$ cat config.mk
export PLATFORM = sky130hd
export DESIGN_NAME = ocp_rot_cell
export DESIGN_NICKNAME = d
export VERILOG_FILES = /design/src/hdl/ocp_pkg.sv /design/src/hdl/ocp_rot_cell.sv
export SDC_FILE = /design/constraint.sdc
export NUM_CORES = 1
export LEC_CHECK = 0
export BUFFER_PORTS_ARGS = -buffer_cell sky130_fd_sc_hd__buf_2
export CAP_MARGIN = 20
export CORE_MARGIN = 4
export CORE_UTILIZATION = 40
export CTS_CLUSTER_DIAMETER = 80
export DETAILED_ROUTE_END_ITERATION = 8
export GPL_TIMING_DRIVEN = 0
export PLACE_DENSITY_LB_ADDON = 0.08
export SYNTH_ARGS = -nofsm -noshare
export SYNTH_HDL_FRONTEND = slang
export SYNTH_SLANG_ARGS = --single-unit
$ cat constraint.sdc
create_clock -name aclk -period 3.73 [get_ports aclk]
set_clock_uncertainty 0.15 [all_clocks]
set_input_delay 0.373 -clock aclk [delete_from_list [all_inputs] [get_ports aclk]]
set_output_delay 0.373 -clock aclk [all_outputs]
set_load 0.1 [all_outputs]
$ cat src/hdl/ocp_pkg.sv
// Shared constants, types and a helper function for the orbit camera position core.
// Holds the angle format, the CORDIC arctangent table and the interface structs.
// No dependencies.
package ocp_pkg;

    localparam int ANGLE_BITS        = 16;
    localparam int PITCH_W           = 15;
    localparam int DIST_W            = 31;
    localparam int COORD_W           = 32;
    localparam int RATE_W            = 16;
    localparam int TIME_W            = 16;
    localparam int CORDIC_W          = 32;
    localparam int ATAN_LEN          = 24;
    localparam int CORDIC_STAGES_DEF = 16;

    // (pi/2 - 0.1) rad in binary-angle units
    localparam logic signed [PITCH_W-1:0]  PITCH_LIMIT = 15'sd15341;
    // CORDIC start vector, gain compensation in Q30
    localparam logic signed [CORDIC_W-1:0] CORDIC_GAIN = 32'sd652032874;
    localparam logic [DIST_W-1:0]          DIST_RESET  = 31'd65536;

    // atan(2^-i) in Q0.32 turns, truncated
    localparam logic [CORDIC_W-1:0] ATAN_TURNS [ATAN_LEN] = '{
        32'h20000000, 32'h12E4051D, 32'h09FB385B, 32'h051111D4, 32'h028B0D43, 32'h0145D7E1,
        32'h00A2F61E, 32'h00517C55, 32'h0028BE53, 32'h00145F2E, 32'h000A2F98, 32'h000517CC,
        32'h00028BE6, 32'h000145F3, 32'h0000A2F9, 32'h0000517C, 32'h000028BE, 32'h0000145F,
        32'h00000A2F, 32'h00000517, 32'h0000028B, 32'h00000145, 32'h000000A2, 32'h00000051
    };

    typedef enum logic [1:0] {
        CFG_DISTANCE    = 2'd0,
        CFG_START_YAW   = 2'd1,
        CFG_START_PITCH = 2'd2
    } ocp_cfg_idx_t;

    typedef enum logic [2:0] {
        ST_IDLE,
        ST_STEP,
        ST_ANGLE,
        ST_LAUNCH,
        ST_ROTATE,
        ST_MULT,
        ST_HOLD
    } ocp_state_t;

    // Steps of the shared distance multiplier.
    typedef enum logic [2:0] {
        MS_DCP,
        MS_PY,
        MS_PX,
        MS_PZ,
        MS_FIN
    } ocp_mstep_t;

    typedef struct packed {
        logic                       flip;
        logic signed [CORDIC_W-1:0] x;
        logic signed [CORDIC_W-1:0] y;
        logic signed [CORDIC_W-1:0] z;
    } ocp_vec_t;

    typedef struct packed {
        ocp_vec_t yaw;
        ocp_vec_t pitch;
    } ocp_rot_t;

    typedef struct packed {
        logic capture;
        logic step;
        logic update;
    } ocp_ang_ctl_t;

    typedef struct packed {
        logic                  yaw_we;
        logic                  pitch_we;
        logic [ANGLE_BITS-1:0] data;
    } ocp_cfg_wr_t;

    typedef struct packed {
        logic start;
        logic load;
    } ocp_mul_ctl_t;

    typedef struct packed {
        logic done;
        logic out_free;
    } ocp_mul_sts_t;

    // Map a binary angle into the CORDIC range; fold the left half-plane by half a turn.
    function automatic ocp_vec_t cordic_seed(input logic [ANGLE_BITS-1:0] ang);
        logic [CORDIC_W-1:0] a;
        ocp_vec_t            v;
        a      = {ang, {(CORDIC_W-ANGLE_BITS){1'b0}}};
        v.flip = a[CORDIC_W-1] ^ a[CORDIC_W-2];
        v.x    = CORDIC_GAIN;
        v.y    = '0;
        v.z    = v.flip ? {~a[CORDIC_W-1], a[CORDIC_W-2:0]} : a;
        return v;
    endfunction

endpackage

$ cat src/hdl/ocp_rot_cell.sv
// One CORDIC rotation cell: advances the yaw and pitch vectors by one micro-rotation.
// Depends on ocp_pkg for the vector type and the arctangent table.
module ocp_rot_cell #(
    parameter int SHIFT = 0
) (
    input  logic              aclk,
    input  logic              aresetn,
    input  logic              in_vld,
    input  ocp_pkg::ocp_rot_t in_data,
    output logic              out_vld,
    output ocp_pkg::ocp_rot_t out_data
);

    localparam int W = ocp_pkg::CORDIC_W;
    localparam logic signed [W-1:0] ATAN = ocp_pkg::ATAN_TURNS[SHIFT];

    logic              vld_reg;
    ocp_pkg::ocp_rot_t data_reg, data_next;

    function automatic ocp_pkg::ocp_vec_t rotate(input ocp_pkg::ocp_vec_t v);
        logic signed [W-1:0] xs, ys, zs, dx, dy;
        ocp_pkg::ocp_vec_t   r;
        xs     = v.x;
        ys     = v.y;
        zs     = v.z;
        dx     = ys >>> SHIFT;
        dy     = xs >>> SHIFT;
        r.flip = v.flip;
        if (!zs[W-1]) begin
            r.x = xs - dx;
            r.y = ys + dy;
            r.z = zs - ATAN;
        end else begin
            r.x = xs + dx;
            r.y = ys - dy;
            r.z = zs + ATAN;
        end
        return r;
    endfunction

    always_comb begin
        data_next.yaw   = rotate(in_data.yaw);
        data_next.pitch = rotate(in_data.pitch);
    end

    always_ff @(posedge aclk) begin
        if (!aresetn) begin
            vld_reg <= 1'b0;
        end else begin
            vld_reg <= in_vld;
        end
    end

    always_ff @(posedge aclk) begin
        data_reg <= data_next;
    end

    assign out_vld  = vld_reg;
    assign out_data = data_reg;

endmodule

==> reports/metrics.csv <==
stage;metric;value;unit
clock_network;CTS Buffer Depth;2;
routing;drc violations;0;
critical_path;Worst Path Max Fanout;9;
floorplanning;io pins;392;
critical_path;CP Class;in2reg;
finish;P&R area growth vs syn;25.7;%
clock_network;number of H-tree levels;4;
finish;Multi-input gate area;9900;um^2
sta;Worst-Margin Slew;1.04;ns
synth;Seq/Total Area, Yosys;26.0;%
synth;Syn Nets;2280;
sta;Hold WS;0.0235;ns
critical_path;crit start category;primary input;
global_route;largest net degree at the start of global routing;21;
sta;setup TNS;0;ns
floorplanning;die width;201;um
routing;vias per cell;5.50;
sta;headroom to the max-slew limit;29.1;%
synth;post-synthesis cell area;14900;um^2
floorplanning;height of the die;201;um
worst_hold_path;Hold Path Depth;2;
finish;fillers;3634;
sta;Final Cycle Share;96.8;%
power;LEAKAGE;8.98;nW
power;Peak VDD IR;0.000425;V
synth;synthesized area per cell;7.88;um^2
worst_hold_path;hold path startpoint;in_data[127];
power;P_int;4.47;mW
sta;fmax;277;MHz
synth;Unique masters post-synth;81;
clock_network;CTS tree;yes;
synth;EDFF count, synth;0;
placement;cell count after placement;2746;
critical_path;CP Capture Type;flip-flop;
clock_network;Post-CTS Setup Bufs;0;
critical_path;Worst Setup SP;in_data[44];
sta;minimum clock period;3.61;ns
sta;Final Max Slew Viols;0;
synth;Post-synth ARST share;0;%
power;Clock power frac;19.6;%
placement;pre-CTS setup slack;-0.254;ns
global_route;first-pass GRT wire length;89600;um
finish;# nets final;2755;
sta;Fin. Hold Viols;0;
critical_path;Critical Path AT;3.72;ns
synth;#FFs+latches synth;193;
finish;fin cells;2850;
placement;placed inst area;17400;um^2
global_route;total track usage;27.9;%
power;Comb pwr share;54.8;%
placement;DP Wirelength;46500;um
floorplanning;Starting Density;40.6;%
routing;DR pass1 iterations;8;
power;Overall Power;9.83;mW
synth;Mapped Cells;1887;
global_route;antenna violations before repair;8;
synth;Top FF cell, synth;dfxtp_1;
floorplanning;die area;40300;um^2
power;Sw Ratio;54.6;%
flow_run;maxcap violations;0;
power;PwrDens;526;nW/um^2
outcome;status;finished clean;
sta;final setup violation count;0;
routing;DR vias;15700;
routing;DR WL/cell;20.6;um
routing;drt total wl;58600;um
power;sequential share of power;25.6;%
clock_network;CTS clock-pin slew for the worst setup and hold paths;0.08;ns
routing;drt initial violations;1176;
critical_path;Req. time, crit path;3.84;ns
placement;routability congestion estimate;0.948;
finish;share of layout cells above drive strength 1;19.9;%
finish;post-route cell area;18700;um^2
floorplanning;# rows;70;
routing;DRT antenna net count;0;
finish;Register Area;3860;um^2
finish;Core Util, Final;51.0;%
clock_network;CTS Buf Count;17;
power;sw power;5.36;mW
worst_hold_path;hold crit path type;in2reg;
synth;synthesis warning total;0;
sta;final worst slack;0.121;ns
global_route;GRT Residual Overflow;0;
clock_network;clock tree sinks;193;
clock_network;Root Buffer;clkbuf_16;
floorplanning;core area;36600;um^2
placement;port bufs;391;
sta;unrepaired setup endpoints after global routing;false;
global_route;vias in the first global route;15800;
==> repair_timing <==
| action | in CTS | in global routing |
|---|---|---|
| hold endpoints to repair | 63 | 0 |
| hold buffers | 64 | 0 |
| endpoints found under the setup margin | 0 | 2 |
| resized for setup | 0 | 2 |
==> per-layer routing <==
layer  global-route usage, %  part of all wire (%)  vias up
met2                    46.9                    48      629
met1                    35.1                    43     7396
met4                    12.0                   3.7        2
li1                        -                     -     7507
met3                    5.20                   6.1      129
met5                       0                 0.029        -
==> layout make-up <==
| cell class | instances | share of cell area, % |
|---|---|---|
| Clock buffer | 19 | 2.42 |
| Sequential cell | 193 | 20.7 |
| Multi-Input combinational cell | 1412 | 53.0 |
| Inverter | 194 | 3.92 |
| Buffer | 88 | 1.98 |
| Clock inverter | 13 | 0.844 |
| Antenna cell | 7 | 0.0938 |
| Tap cell | 468 | 3.13 |
| Timing Repair Buffer | 456 | 13.9 |
==> synth_stat cells, types with 8 or more instances <==
master      n  share of area, %
a21oi_1   197               6.6
dfxtp_1   193                26
ha_1      188                16
inv_1     185               4.7
nor2_1    170               4.3
o21ai_0   140               4.7
xnor2_1   107               6.3
nand2_1    99               2.5
clkbuf_1   56               1.4
nor3_1     47               1.6
a21o_1     38               1.9
o21bai_1   35               1.8
mux2i_1    29               2.0
nor2b_1    27               1.1
nand3_1    25              0.84
a211oi_1   22               1.1
o211ai_1   20               1.0
nand4_1    19              0.80
buf_2      17              0.57
nand2b_1   16              0.67
o31ai_1    16              0.81
or3_1      14              0.59
xor2_1     14              0.83
a31oi_1    12              0.51
o21a_1     12              0.61
buf_1      11              0.28
a221oi_1    8              0.47
and3_1      8              0.34
fa_1        8               1.1
nor4_1      8              0.34
o22ai_1     8              0.34
==> logic make-up after synthesis <==
group                      Yosys count  synth area share, %
muxes                               29                 1.95
DFF                                193                 26.0
and+or+nand+nor                    468                 14.9
AOI/OAI and AO/OA                  598                 25.7
adders and majority gates          196                 16.9
buffers and inverters              282                 7.43
xor gates and xnor gates           121                 7.13
==> cell usage in the layout, fill, tap and decap left out, types with 38 or more instances in the layout <==
| master | synthesis | routed |
|---|---|---|
| a21o_1 | 38 | 38 |
| a21oi_1 | 197 | 197 |
| buf_2 | 17 | 409 |
| clkbuf_1 | 56 | 56 |
| dfxtp_1 | 193 | 193 |
| dlygate4sd3_1 | 0 | 64 |
| ha_1 | 188 | 188 |
| inv_1 | 185 | 185 |
| nand2_1 | 99 | 99 |
| nor2_1 | 170 | 170 |
| nor3_1 | 47 | 47 |
| o21ai_0 | 140 | 140 |
| xnor2_1 | 107 | 107 |
==> critical path: stages <==
cell	delay [ns]
buf_2	0.12
inv_1	0.05
ha_1	0.28
buf_2	0.18
nor4_1	0.47
and4_1	0.33
a21boi_1	0.30
nor3_1	0.14
o21ai_0	0.64
nor3_1	0.08
a2111oi_0	0.41
o311ai_0	0.34
==> flip-flops by register name, summed over array words and instances, names as in the netlist <==
register  count
out_vld       1
out_data    192
==> path summary, 6_finish.rpt <==
kind	end
setup / recovery	out_data[48]
hold / removal	out_data[127]
==> power by group through the flow <==
| stage | clock [mW] | combinational (mW) | sequential [mW] |
|---|---|---|---|
| global route | 2.04 | 5.63 | 2.55 |
| CTS | 1.97 | 5.36 | 2.52 |
| finish | 1.92 | 5.39 | 2.52 |
| detailed placement | 0 | 5.29 | 2.56 |
| global placement | 0 | 5.29 | 2.56 |
| floorplan | 0 | 1.47 | 5.27 |
(Power assumes the default switching activity.)
