**src/hdl/ocp_pkg.sv**
```systemverilog
// Shared constants, types and a helper function for the orbit camera position core.
// Holds the angle format, the CORDIC arctangent table and the interface structs.
// No dependencies.
package ocp_pkg;

    localparam int ANGLE_BITS        = 16;
    localparam int PITCH_W           = 15;
    localparam int DIST_W            = 31;
    localparam int COORD_W           = 32;
    localparam int RATE_W            = 16;
    localparam int TIME_W            = 16;
    localparam int CORDIC_W          = 32;
    localparam int ATAN_LEN          = 24;
    localparam int CORDIC_STAGES_DEF = 16;

    // (pi/2 - 0.1) rad in binary-angle units
    localparam logic signed [PITCH_W-1:0]  PITCH_LIMIT = 15'sd15341;
    // CORDIC start vector, gain compensation in Q30
    localparam logic signed [CORDIC_W-1:0] CORDIC_GAIN = 32'sd652032874;
    localparam logic [DIST_W-1:0]          DIST_RESET  = 31'd65536;

    // atan(2^-i) in Q0.32 turns, truncated
    localparam logic [CORDIC_W-1:0] ATAN_TURNS [ATAN_LEN] = '{
        32'h20000000, 32'h12E4051D, 32'h09FB385B, 32'h051111D4, 32'h028B0D43, 32'h0145D7E1,
        32'h00A2F61E, 32'h00517C55, 32'h0028BE53, 32'h00145F2E, 32'h000A2F98, 32'h000517CC,
        32'h00028BE6, 32'h000145F3, 32'h0000A2F9, 32'h0000517C, 32'h000028BE, 32'h0000145F,
        32'h00000A2F, 32'h00000517, 32'h0000028B, 32'h00000145, 32'h000000A2, 32'h00000051
    };

    typedef enum logic [1:0] {
        CFG_DISTANCE    = 2'd0,
        CFG_START_YAW   = 2'd1,
        CFG_START_PITCH = 2'd2
    } ocp_cfg_idx_t;

    typedef enum logic [2:0] {
        ST_IDLE,
        ST_STEP,
        ST_ANGLE,
        ST_LAUNCH,
        ST_ROTATE,
        ST_MULT,
        ST_HOLD
    } ocp_state_t;

    // Steps of the shared distance multiplier.
    typedef enum logic [2:0] {
        MS_DCP,
        MS_PY,
        MS_PX,
        MS_PZ,
        MS_FIN
    } ocp_mstep_t;

    typedef struct packed {
        logic                       flip;
        logic signed [CORDIC_W-1:0] x;
        logic signed [CORDIC_W-1:0] y;
        logic signed [CORDIC_W-1:0] z;
    } ocp_vec_t;

    typedef struct packed {
        ocp_vec_t yaw;
        ocp_vec_t pitch;
    } ocp_rot_t;

    typedef struct packed {
        logic capture;
        logic step;
        logic update;
    } ocp_ang_ctl_t;

    typedef struct packed {
        logic                  yaw_we;
        logic                  pitch_we;
        logic [ANGLE_BITS-1:0] data;
    } ocp_cfg_wr_t;

    typedef struct packed {
        logic start;
        logic load;
    } ocp_mul_ctl_t;

    typedef struct packed {
        logic done;
        logic out_free;
    } ocp_mul_sts_t;

    // Map a binary angle into the CORDIC range; fold the left half-plane by half a turn.
    function automatic ocp_vec_t cordic_seed(input logic [ANGLE_BITS-1:0] ang);
        logic [CORDIC_W-1:0] a;
        ocp_vec_t            v;
        a      = {ang, {(CORDIC_W-ANGLE_BITS){1'b0}}};
        v.flip = a[CORDIC_W-1] ^ a[CORDIC_W-2];
        v.x    = CORDIC_GAIN;
        v.y    = '0;
        v.z    = v.flip ? {~a[CORDIC_W-1], a[CORDIC_W-2:0]} : a;
        return v;
    endfunction

endpackage

```
**src/hdl/ocp_angle.sv**
```systemverilog
// Yaw and pitch angle state with the per-frame angle step and pitch clamp.
// Depends on ocp_pkg.
module ocp_angle (
    input  logic                                 aclk,
    input  logic                                 aresetn,
    input  ocp_pkg::ocp_ang_ctl_t                ctl,
    input  ocp_pkg::ocp_cfg_wr_t                 cfg,
    input  logic signed [ocp_pkg::RATE_W-1:0]    yaw_rate,
    input  logic signed [ocp_pkg::RATE_W-1:0]    pitch_rate,
    input  logic [ocp_pkg::TIME_W-1:0]           frame_time,
    output logic [ocp_pkg::ANGLE_BITS-1:0]       yaw,
    output logic signed [ocp_pkg::PITCH_W-1:0]   pitch
);

    localparam int PROD_W = ocp_pkg::RATE_W + ocp_pkg::TIME_W + 1;
    localparam int STEP_W = ocp_pkg::RATE_W + 1;
    localparam int DIFF_W = ocp_pkg::PITCH_W + 3;
    localparam logic signed [PROD_W-1:0] STEP_HALF = PROD_W'(1) << (ocp_pkg::TIME_W - 1);
    localparam logic signed [DIFF_W-1:0] LIMIT_EXT = DIFF_W'(ocp_pkg::PITCH_LIMIT);

    logic signed [ocp_pkg::RATE_W-1:0]  yrate_reg, prate_reg;
    logic [ocp_pkg::TIME_W-1:0]         ft_reg;
    logic signed [STEP_W-1:0]           dy_reg, dp_reg;
    logic [ocp_pkg::ANGLE_BITS-1:0]     yaw_reg, yaw_next;
    logic signed [ocp_pkg::PITCH_W-1:0] pitch_reg, pitch_next;

    logic signed [PROD_W-1:0] prod_y, prod_p, rnd_y, rnd_p;
    logic signed [DIFF_W-1:0] diff;

    function automatic logic signed [ocp_pkg::PITCH_W-1:0] clamp(input logic signed [DIFF_W-1:0] p);
        logic signed [ocp_pkg::PITCH_W-1:0] r;
        if (p > LIMIT_EXT) begin
            r = ocp_pkg::PITCH_LIMIT;
        end else if (p < -LIMIT_EXT) begin
            r = -ocp_pkg::PITCH_LIMIT;
        end else begin
            r = p[ocp_pkg::PITCH_W-1:0];
        end
        return r;
    endfunction

    // Angle step: rate * time in Q.16, rounded half up.
    always_comb begin
        prod_y = yrate_reg * $signed({1'b0, ft_reg});
        prod_p = prate_reg * $signed({1'b0, ft_reg});
        rnd_y  = prod_y + STEP_HALF;
        rnd_p  = prod_p + STEP_HALF;
        diff   = DIFF_W'(pitch_reg) - DIFF_W'(dp_reg);
    end

    always_comb begin
        yaw_next   = yaw_reg;
        pitch_next = pitch_reg;
        priority if (cfg.yaw_we || cfg.pitch_we) begin
            if (cfg.yaw_we) begin
                yaw_next = cfg.data;
            end
            if (cfg.pitch_we) begin
                pitch_next = clamp(DIFF_W'($signed(cfg.data[ocp_pkg::PITCH_W-1:0])));
            end
        end else if (ctl.update) begin
            yaw_next   = yaw_reg + dy_reg[ocp_pkg::ANGLE_BITS-1:0];
            pitch_next = clamp(diff);
        end
    end

    always_ff @(posedge aclk) begin
        if (!aresetn) begin
            yaw_reg   <= '0;
            pitch_reg <= '0;
        end else begin
            yaw_reg   <= yaw_next;
            pitch_reg <= pitch_next;
        end
    end

    always_ff @(posedge aclk) begin
        if (ctl.capture) begin
            yrate_reg <= yaw_rate;
            prate_reg <= pitch_rate;
            ft_reg    <= frame_time;
        end
        if (ctl.step) begin
            dy_reg <= rnd_y[PROD_W-1:ocp_pkg::TIME_W];
            dp_reg <= rnd_p[PROD_W-1:ocp_pkg::TIME_W];
        end
    end

    assign yaw   = yaw_reg;
    assign pitch = pitch_reg;

endmodule

```
**config.mk**
```make
export PLATFORM = sky130hd
export DESIGN_NAME = ocp_angle
export DESIGN_NICKNAME = d
export VERILOG_FILES = /design/src/hdl/ocp_pkg.sv /design/src/hdl/ocp_angle.sv
export SDC_FILE = /design/constraint.sdc
export NUM_CORES = 1
export LEC_CHECK = 0
export BUFFER_PORTS_ARGS = -buffer_cell sky130_fd_sc_hd__clkbuf_2
export CORE_ASPECT_RATIO = 0.8
export CORE_MARGIN = 10
export CORE_UTILIZATION = 28
export DETAILED_ROUTE_END_ITERATION = 6
export GPL_TIMING_DRIVEN = 1
export PLACE_DENSITY = 0.44
export SLEW_MARGIN = 40
export SYNTH_ARGS = -nofsm -noshare
export SYNTH_HDL_FRONTEND = slang
export SYNTH_SLANG_ARGS = --single-unit
export TNS_END_PERCENT = 1
```
**constraint.sdc**
```tcl
create_clock -name aclk -period 5.45 [get_ports aclk]
set_input_delay 0.545 -clock aclk [delete_from_list [all_inputs] [get_ports aclk]]
set_output_delay 0.545 -clock aclk [all_outputs]
set_load 0.02 [all_outputs]
```
==> results.py <==
metrics = {
    "synth": {
        "ys_types": 60,
        "yosys_warnings": 0,
        "syn-cell-area_mm2": 0.02223,
        "yosysTopAreaCell": "fa_1",
        "yosys-top-cells-area": "fa_1 (35%), ha_1 (15%), edfxtp_1 (11%), inv_1 (8.6%), and2_1 (7.2%)",
        "avgSynthCellArea_um2": 9.358,
        "synth_nets": 3104,
        "netlist_instances": 2375,
        "synth_ff_type": "edfxtp_1",
        "ys_seq_area_share_pct": 13.74,
        "synth_edf_count": 81,
        "synth_top_area_share_pct": 34.95,
        "ys_ff_latch": 112,
        "synth-async-reset-ratio_pct": 0,
    },
    "timing": {
        "rsz0062_at_grt": "yes",
        "worst_slew_pin_slew_ps": 678.7,
        "fin_ws_ps": -725.1,
        "hold_viol_final": 0,
        "min_period_ps": 6175,
        "fin_skew_ps": 20.10,
        "slew_viol_final": 0,
        "fin_crit_sh_pct": 113.3,
        "fmax_mhz": 161.9,
        "slew_headroom_pct": 54.75,
        "finalSetupViolCount": 33,
    },
    "clock_tree": {
        "cts_max_level": 3,
        "clock_path_buffers": 2,
        "holdBufCountCts": 0,
        "cts.clk_slew.worst_paths_ps": 100,
        "cts-buffers-inserted": 9,
        "cts.sink_count": 112,
        "insertion_delay_ps": 390,
        "cts_root_buf": "clkbuf_16",
        "cts_tree": "done",
    },
    "global_routing": {
        "grt_first_pass_wirelength_um": 100700,
        "grt-ovfl-total": 0,
        "antenna_found_initial": 2,
        "grt_pass1_vias": 17690,
        "grt_max_degree": 42,
        "grt_use_total_pct": 13.96,
    },
    "critical_path": {
        "worstSetupStartpointType": "flip-flop",
        "crit_path_cell_trace": "buf_6 > buf_4 > nand2_1 > fa_1 > fa_1 > fa_2 > fa_1 > inv_1 > fa_1 > fa_1 > ha_4 > nand4_1 > a21oi_2 > a22oi_2 > a211o_1 > a31oi_4 > buf_6 > o21a_1 > o21a_1 > nor4_2 > a311o_1",
        "cp-end-kind": "flip-flop",
        "worst-path-buf-inv": 4,
        "cp_max_fo": 4,
        "cp_data_arrival_time_ps": 6320,
        "crit_required_ps": 5590,
        "cp_top_family": "adder cells",
        "r2r_end": "dy_reg[8]",
        "crit_type": "reg -> reg",
        "slowest_delay_ps": 600,
        "ff2ff_path_depth": 21,
        "r2r_slack_ps": -730,
        "path_common_cell": "fa_1",
        "crit_slowest_cell": "fa_1",
        "regToRegStartpoint": "yrate_reg[1]",
    },
    "floorplan": {
        "rows": 92,
        "die_h_um": 272,
        "core_region_area_mm2": 0.07874,
        "ios": 102,
        "initial_core_util_pct": 28.23,
        "die_w_um": 335,
        "dieArea_mm2": 0.09112,
    },
    "detailed_routing": {
        "drtPass1Iterations": 5,
        "met1_length_um": 30690,
        "wl_met3_um": 1658,
        "avgRoutedWirePerCell_um": 17.00,
        "via_per_inst": 4.479,
        "via_count": 16500,
        "wirelength_um": 62630,
        "met2_wirelength_um": 29510,
        "highest_layer": "met5",
        "drt_iter0_markers": 955,
        "drc": 0,
        "drtAntennaViolNets": 0,
    },
    "layout": {
        "final_util_pct": 33.70,
        "largest_register_ffs": 17,
        "layout_commonest_cell": "inv_1",
        "nets": 3373,
        "drive_above_1_share_pct": 17.10,
        "area_growth_pct": 19.36,
        "final_cell_mix": "inv_1 (499), fa_1 (373), ha_1 (262)",
    },
    "run_status": {
        "status": "finished with violations",
        "violations": "negative setup slack",
    },
    "worst_hold_path": {
        "min_from": "frame_time[15]",
        "holdPathStages": 1,
        "min-delay-path-class": "in -> reg",
        "min_to": "ft_reg[15]",
    },
    "placed_design": {
        "numPortBuffers": 101,
        "gp_congestion": 0.8228,
        "place_hpwl_um": 53750,
    },
    "run": {
        "cap_violations": 0,
    },
}
## routing by layer
metal | track usage, % | vias up
met5 | 0 | -
met1 | 19.79 | 8340
met2 | 23.02 | 211
met4 | 2.618 | 4
met3 | 1.334 | 33
li1 | - | 7914
## area by class of cell
cell class                 count  area (um^2)
multi-input combinational   1661        17230
tap                         1034         1294
fill                        8159        52210
clock buffer                  11        242.7
timing repair buffer         353         2713
inverter                     507         1903
antenna                        1        2.502
clock inverter                 5        88.84
sequential                   112         3053
## metrics by stage
stage,hold WS (ps),cells,setup WS (ps),instance area (um^2),setup TNS (ps)
6_report,321.8,3684,-725.1,26530,-14600
5_1_grt,294.3,3683,-928.3,26530,-22210
4_1_cts,287.9,3676,-724.9,26350,-16060
3_5_place_dp,523.4,3648,-917.8,25670,-19900
3_3_place_gp,521.0,3648,-872.9,25670,-17600
2_1_floorplan,554.0,2375,-350.3,22350,-3528
## cells in the mapped netlist, types with 12 or more instances
| library cell | count |
|---|---|
| o21a_1 | 20 |
| nand3_1 | 17 |
| fa_1 | 388 |
| and2_1 | 256 |
| a21o_1 | 17 |
| nand2_1 | 256 |
| ha_1 | 270 |
| and3_1 | 12 |
| xnor2_1 | 36 |
| o21ai_0 | 57 |
| edfxtp_1 | 81 |
| nand2b_1 | 33 |
| nor3_1 | 24 |
| nor2_1 | 42 |
| a21oi_1 | 53 |
| nor2b_1 | 38 |
| dfxtp_1 | 31 |
| clkbuf_1 | 93 |
| xor2_1 | 17 |
| inv_1 | 507 |
## worst max path at each step
| stage | startpoint | endpoint | cells after the start |
|---|---|---|---|
| 5_1_grt | yrate_reg[5] | dy_reg[8] | 22 |
| 6_report | yrate_reg[1] | dy_reg[8] | 21 |
| 3_3_place_gp | yrate_reg[1] | dy_reg[12] | 23 |
| 3_5_place_dp | yrate_reg[1] | dy_reg[12] | 23 |
| 4_1_cts | ft_reg[10] | dy_reg[12] | 23 |
| 2_1_floorplan | yrate_reg[4] | dy_reg[15] | 21 |
## kinds of logic (layout without fill, tap and decap cells)
group                    after synthesis  count (layout)  share of synthesized area (%)
AND/OR/NAND/NOR                      703             703                          16.27
adder cells (fa/ha/maj)              658             658                          50.15
buffers and inverters                602             876                          10.23
AO/OA/AOI/OAI                        247             247                          7.527
flip-flops                           112             112                          13.74
XOR/XNOR                              53              53                          2.088
other                                  0               1                              0
## what timing repair did
item                                    CTS  global route
pin swaps                                59            40
gates cloned                              1             0
endpoints found under the setup margin   33            33
buffers inserted                         12             9
gates resized for setup                  62            40
Power is left out: the tool's default activity adds up to more than one toggle a clock period on the data nets, which glitch-free logic cannot reach.
